$ cat src/rtl/mtep_pkg.sv
package mtep_pkg;

  localparam int unsigned CHANNELS  = 16;
  localparam int unsigned NOTES     = 128;
  localparam int unsigned TBL_DEPTH = CHANNELS * NOTES;
  localparam int unsigned TBL_AW    = $clog2(TBL_DEPTH);
  localparam int unsigned DIDX_W    = TBL_AW + 1;
  localparam int unsigned NOTE_W    = $clog2(NOTES);

  localparam logic [7:0]  META_TEMPO    = 8'h51;
  localparam logic [7:0]  META_EOT      = 8'h2F;
  localparam logic [7:0]  ST_SYSEX      = 8'hF0;
  localparam logic [7:0]  ST_ESCAPE     = 8'hF7;
  localparam logic [7:0]  ST_META       = 8'hFF;
  localparam logic [23:0] TEMPO_DEFAULT = 24'd500000;
  localparam logic [7:0]  NUM_BEND      = 8'd128;
  localparam logic [7:0]  NUM_PRESSURE  = 8'd129;

  localparam logic [3:0] HI_NOTE_OFF  = 4'h8;
  localparam logic [3:0] HI_NOTE_ON   = 4'h9;
  localparam logic [3:0] HI_CTRL      = 4'hB;
  localparam logic [3:0] HI_PROGRAM   = 4'hC;
  localparam logic [3:0] HI_PRESSURE  = 4'hD;
  localparam logic [3:0] HI_BEND      = 4'hE;

  typedef enum logic [1:0] {
    OP_BYTE  = 2'd0,
    OP_END   = 2'd1,
    OP_DRAIN = 2'd2,
    OP_START = 2'd3
  } op_e;

  typedef enum logic [2:0] {
    K_NOTE    = 3'd0,
    K_TEMPO   = 3'd1,
    K_CTRL    = 3'd2,
    K_END     = 3'd3,
    K_DRAINED = 3'd4,
    K_ERROR   = 3'd5
  } kind_e;

  typedef struct packed {
    op_e        op;
    logic [7:0] data;
  } item_t;

  typedef struct packed {
    kind_e       kind;
    logic [31:0] tick;
    logic [30:0] start_tick;
    logic [3:0]  channel;
    logic [7:0]  number;
    logic [6:0]  value;
    logic [23:0] tempo_us;
  } res_t;

  typedef struct packed {
    logic        vld;
    logic [30:0] on_tick;
    logic [6:0]  vel;
  } held_t;

endpackage

$ cat src/rtl/mtep_front.sv
module mtep_front import mtep_pkg::*; (
  input  logic       clk_i,
  input  logic       rst_ni,
  input  logic       in_valid_i,
  output logic       in_ready_o,
  input  logic [1:0] in_cmd_i,
  input  logic [7:0] in_byte_i,
  output logic       q_valid_o,
  output item_t      q_item_o,
  input  logic       q_pop_i
);

  // two-entry request queue
  item_t      slot_q [2];
  logic       wp_q, wp_d, rp_q, rp_d;
  logic [1:0] cnt_q, cnt_d;
  logic       push, pop;
  item_t      itm;

  always_comb begin
    itm.op   = op_e'(in_cmd_i);
    itm.data = in_byte_i;
  end

  assign in_ready_o = (cnt_q != 2'd2);
  assign q_valid_o  = (cnt_q != 2'd0);
  assign q_item_o   = slot_q[rp_q];
  assign push       = in_valid_i & in_ready_o;
  assign pop        = q_pop_i & q_valid_o;

  always_comb begin
    wp_d  = push ? ~wp_q : wp_q;
    rp_d  = pop ? ~rp_q : rp_q;
    cnt_d = cnt_q + {1'b0, push} - {1'b0, pop};
  end

  always_ff @(posedge clk_i or negedge rst_ni) begin
    if (!rst_ni) begin
      wp_q  <= 1'b0;
      rp_q  <= 1'b0;
      cnt_q <= 2'd0;
    end else begin
      wp_q  <= wp_d;
      rp_q  <= rp_d;
      cnt_q <= cnt_d;
    end
  end

  always_ff @(posedge clk_i) begin
    if (push) begin
      slot_q[wp_q] <= itm;
    end
  end

endmodule

$ cat config.mk
export PLATFORM = sky130hd
export DESIGN_NAME = mtep_front
export DESIGN_NICKNAME = d
export VERILOG_FILES = /design/src/rtl/mtep_pkg.sv /design/src/rtl/mtep_front.sv
export SDC_FILE = /design/constraint.sdc
export NUM_CORES = 1
export LEC_CHECK = 0
export BUFFER_PORTS_ARGS = -buffer_cell sky130_fd_sc_hd__buf_4
export CAP_MARGIN = 30
export CORE_ASPECT_RATIO = 0.7
export CORE_MARGIN = 2
export CORE_UTILIZATION = 30
export DETAILED_ROUTE_END_ITERATION = 7
export PLACE_DENSITY_LB_ADDON = 0.2
export SYNTH_ARGS = -nofsm -noshare
export SYNTH_HDL_FRONTEND = slang
export SYNTH_SLANG_ARGS = --single-unit
$ cat constraint.sdc
create_clock -name clk_i -period 4.2 [get_ports clk_i]
set_input_delay 0.21 -clock clk_i [delete_from_list [all_inputs] [get_ports clk_i]]
set_output_delay 0.21 -clock clk_i [all_outputs]
set_load 0.02 [all_outputs]
## Yosys cells after proc, flatten, opt, wreduce, memory -nomap -nowiden

Memories as Yosys holds them, arrays and structs flattened.
Cells that the tools add are included.

- Register bits: 4
- Bits in writable memories: 20
- Input bits: 14
- Output and inout bits: 12
- Memories: 1

Memory list:

| name | depth | width | rd ports | clocked after Yosys merged registers in | wr ports | line | source |
|---|---|---|---|---|---|---|---|
| slot_q | 2 | 10 | 1 | 0 | 1 | mtep_front.sv:14 | `item_t slot_q [2];` |

- $add $sub $neg: 2
- Eq/ne operators: 1
- Muxes and demuxes: 2
- Bitwise operators: 4
- Reduce and logical (&&, ||, !) cells: 1

Operators by type and width:

| operator | number |
|---|---|
| 2-bit by 1-bit adder with 2-bit output | 1 |
| 1-bit bitwise AND | 2 |
| 1-bit 2-to-1 mux | 2 |
| 2-bit != test, second input constant | 1 |
| 1-bit inverter | 2 |
| 2-bit nonzero test | 1 |
| 2-bit by 1-bit subtractor with 2-bit output | 1 |

## Longest topological paths before layout

- Depth after elaboration: 4
- Mapped depth: 7

## Least setup slack after synthesis

Ideal clock, no wire load.

- Kind: register to register
- Start point: register cnt_q[1]
- End point: register cnt_q[1]
- Library setup time: 0.123 ns
- Arrival time: 1.599 ns
- Data required time: 4.077 ns
- Slack: 2.479 ns
- Cell stages (with the launch flop): 8
- Path buffers: 0
- Period minus slack after synthesis: 1.721 ns
- Cell sequence: dfrtp_1 or2_1 and2_4 ha_1 inv_1 ha_1 xnor2_1 xnor2_1

- Elaborated cells between the ends (all ways): 6

RTL lines:

| element | line | source |
|---|---|---|
| start, declared | mtep_front.sv:16 | `logic [1:0] cnt_q, cnt_d;` |
| start signal, assigned | mtep_front.sv:45 | `cnt_q <= cnt_d;` |
| 2-bit nonzero test | mtep_front.sv:26 | `assign q_valid_o = (cnt_q != 2'd0);` |
| via q_valid_o | mtep_front.sv:8 | `output logic q_valid_o,` |
| 1-bit bitwise AND | mtep_front.sv:29 | `assign pop = q_pop_i & q_valid_o;` |
| via pop | mtep_front.sv:17 | `logic push, pop;` |
| 2-bit by 1-bit subtractor with 2-bit output | mtep_front.sv:34 | `cnt_d = cnt_q + {1'b0, push} - {1'b0, pop};` |
| via cnt_d[1] | mtep_front.sv:16 |  |

The timed path passes the listed nets, and every way through them passes these cells.
A chain may end at the register's enable or synchronous reset.

## Worst setup path in the final report

- Start point: register cnt_q[1]
- End point: memory slot_q[0][9] in the netlist's numbering, enable pin

- Longest elaborated chain between the ends: 4

RTL lines:

| element | line | source |
|---|---|---|
| 2-bit != test | mtep_front.sv:25 | `assign in_ready_o = (cnt_q != 2'd2);` |
| 1-bit bitwise AND | mtep_front.sv:28 | `assign push = in_valid_i & in_ready_o;` |
| 1-bit 2-to-1 mux | mtep_front.sv:50 | `if (push) begin` |
| 1-bit 2-to-1 mux (implied by the code) | mtep_front.sv:51 | `slot_q[wp_q] <= itm;` |
| end, declared | mtep_front.sv:14 |  |

No other way between the ends.

==> key figures <==
Outcome
  • Status: finished clean

Pwr
  • Sw frac: 32.7%
  • Clock share of power: 15.9%
  • Pleak: 0.000469 uW
  • Max VDD drop: 0.219 mV
  • Total power: 805 uW
  • Pwr per Cell Area: 673 nW/um^2
  • Comb pwr share: 37.8%
  • Net Switching: 263 uW
  • Sequential share of power: 46.3%
  • Internal: 541 uW

Synthesis
  • Most frequent cells after synthesis: 20 x edfxtp_1, 9 x mux2_1, 4 x dfrtp_1
  • Share of the synthesized area in the top cell type: 65.5%
  • Seq cells post-synth: 24
  • Simple-Gate Fraction of Synth Area: 3.82%
  • Proportion of synthesized area in mux cells: 12.3%
  • Asr flop ratio synth: 16.7%
  • Synth Instances: 48
  • Synth Warn #: 0
  • Post-synth top area cell: edfxtp_1
  • Mapped Area: 917 um^2
  • Synth Area in Compound Gates: 0%
  • Synth area leaders: edfxtp_1 65%, mux2_1 11%, dfrtp_1 11%
  • Top-count cell post-synth: edfxtp_1
  • Net Count, Synth: 64
  • Main combinational cell family by area after synthesis: multiplexers
  • Adder-cell share of the synthesized area: 2.73%
  • Synth Area in XOR/XNOR: 3.82%
  • Sequential-to-total area share from yosys stat: 76.4%
  • EDFF count, synth: 20
  • Synth Flop Type: edfxtp_1
  • Count of cell types in the netlist: 15
  • Synthesized area per cell: 19.1 um^2

Floorplan
  • Core area: 2860 um^2
  • Number of cell rows: 16
  • Die width: 70.1 um
  • Starting Density: 32.0%
  • # IOs: 26
  • Die Y: 50.3 um
  • Die ar.: 3520 um^2

Critical path
  • WP data arrival: 1.61 ns
  • Crit Path Class: reg2reg
  • WP data required: 4.08 ns
  • Crit-path max FO: 10
  • CP Launch Type: flip-flop
  • Critical path endpoint category: flip-flop

Cells and area
  • Layout fillers: 272
  • Fraction of layout cells with a size suffix above 1: 39.5%
  • Antenna Diode Count: 0
  • Area occupied by multi-input gates: 208 um^2
  • FF/Latch Area: 701 um^2
  • Layout net count: 94
  • Syn-to-layout area delta: 30.4%

Routing
  • Via count: 484
  • First-pass DRT Iterations: 4
  • DR iter-0 viols: 34
  • Wirelength per Cell: 12.8 um
  • DRT antenna net count: 0
  • DR DRC count: 0
  • Average vias per placed instance: 4.32
  • WL final: 1430 um

STA
  • Final period util: 41.2%
  • Min Hold Slack: 0.133 ns
  • Clk_skew: 0.00343 ns
  • Final setup violation count: 0
  • Fmax: 578 MHz
  • Least-Margin Pin Slew: 0.932 ns
  • Hold Fails Final Rpt: 0
  • Setup_tns: 0 ns
  • Unrepaired setup endpoints after global routing: false
  • Final Max Slew Viols: 0
  • Worst slew margin: 37.6%
  • Final min period: 1.73 ns

Global routing
  • Initial antenna violation count: 0
  • Largest net degree at the start of global routing: 13
  • Grt ovf: 0
  • Global-route wire length before repair: 2410 um
  • Tot GR Track Use: 9.11%
  • Vias in the first global route: 526

Clocking
  • Clk buf depth: 2
  • Clk_lat worst skew: 0.26 ns
  • Clock edge transition at the registers on the reported setup and hold paths: 0.08 ns
  • Hold buffers post-CTS: 1
  • CTS resizes: 0
  • Root Driver: clkbuf_8
  • Clock sink count: 24
  • # Post-CTS Setup Buffers: 0
  • CTS H-tree lvls: 1
  • TritonCTS Buffers: 3
  • CTS tree: yes

Run
  • Max Cap Viol: 0

Placement
  • Port Buffers: 25
  • HPWL Detailed: 1030 um
  • Final GP Congestion: 0.766

Min path
  • Tightest Hold Check Type: in2reg
## kinds of logic after synthesis
logic type / count (synthesis)
xor gates and xnor gates: 4
adders and majority gates: 2
buffers and inverters: 2
DFF: 24
muxes: 10
and+or+nand+nor: 6
## sequential cells by signal, indices dropped and copies added (netlist names)
signal,count
cnt_q,2
slot_q,20
wp_q,1
rp_q,1
## area by class of cell
| type | instances | area share, % |
|---|---|---|
| clock buffers | 3 | 3.45 |
| inverters | 1 | 0.314 |
| multi-input cells | 22 | 17.4 |
| flip-flops and latches | 24 | 58.6 |
| well taps | 36 | 3.77 |
| repair buffers | 26 | 16.5 |
## cells in the final DEF (no fill, tap or decap), drive strengths merged
| cell type | n |
|---|---|
| buf | 25 |
| nand2b | 1 |
| or2 | 1 |
| dfrtp | 4 |
| ha | 2 |
| and3 | 1 |
| mux2 | 10 |
| nand2 | 1 |
| nor2 | 1 |
| dlygate4sd3 | 1 |
| edfxtp | 20 |
| xor2 | 1 |
| xnor2 | 3 |
| clkbuf | 3 |
| inv | 1 |
| and2 | 1 |
## power groups by stage
stage | logic (uW) | registers (uW) | clock network, uW
finish | 304 | 373 | 128
global route | 331 | 384 | 146
CTS | 312 | 375 | 134
detailed placement | 310 | 380 | 0
global placement | 306 | 379 | 0
floorplan | 212 | 353 | 0
## worst max-delay path, cell delays in order, from the launching register on
cell and delay, ns:
dfrtp_1 0.40, nand2b_1 0.12, nand2_1 0.12, nor2_1 0.72
## worst paths after layout
path                              from  slack (ns)  depth (start not counted)            to
max                           cnt_q[1]        2.47                          3  slot_q[0][9]
min                        in_cmd_i[0]        0.13                          1  slot_q[1][8]
max reg2reg                   cnt_q[1]        2.47                          3  slot_q[0][9]
min reg2reg                       wp_q        0.51                          1          wp_q
max in group asynchronous       rst_ni        3.82                          2          wp_q
min in group asynchronous       rst_ni        0.28                          2      cnt_q[1]
## per-layer routing
metal | vias up | GRT usage, % | part of all wire, %
met4 | 0 | 1.92 | 0.49
met2 | 20 | 14.4 | 45
met1 | 229 | 11.3 | 46
li1 | 233 | - | -
met5 | - | 0 | 0
met3 | 2 | 4.62 | 8.5
## per-stage QoR
stage | setup WS (ns) | instance area, um^2 | util, % | instances
floorplan | 2.48 | 917 | - | 48
global placement | 2.46 | 1140 | 40.0 | 108
detailed placement | 2.44 | 1140 | 40.0 | 108
CTS | 2.43 | 1200 | 41.8 | 112
global route | 2.34 | 1200 | 41.8 | 112
finish | 2.47 | 1200 | 41.8 | 112
(Power assumes the default switching activity.)
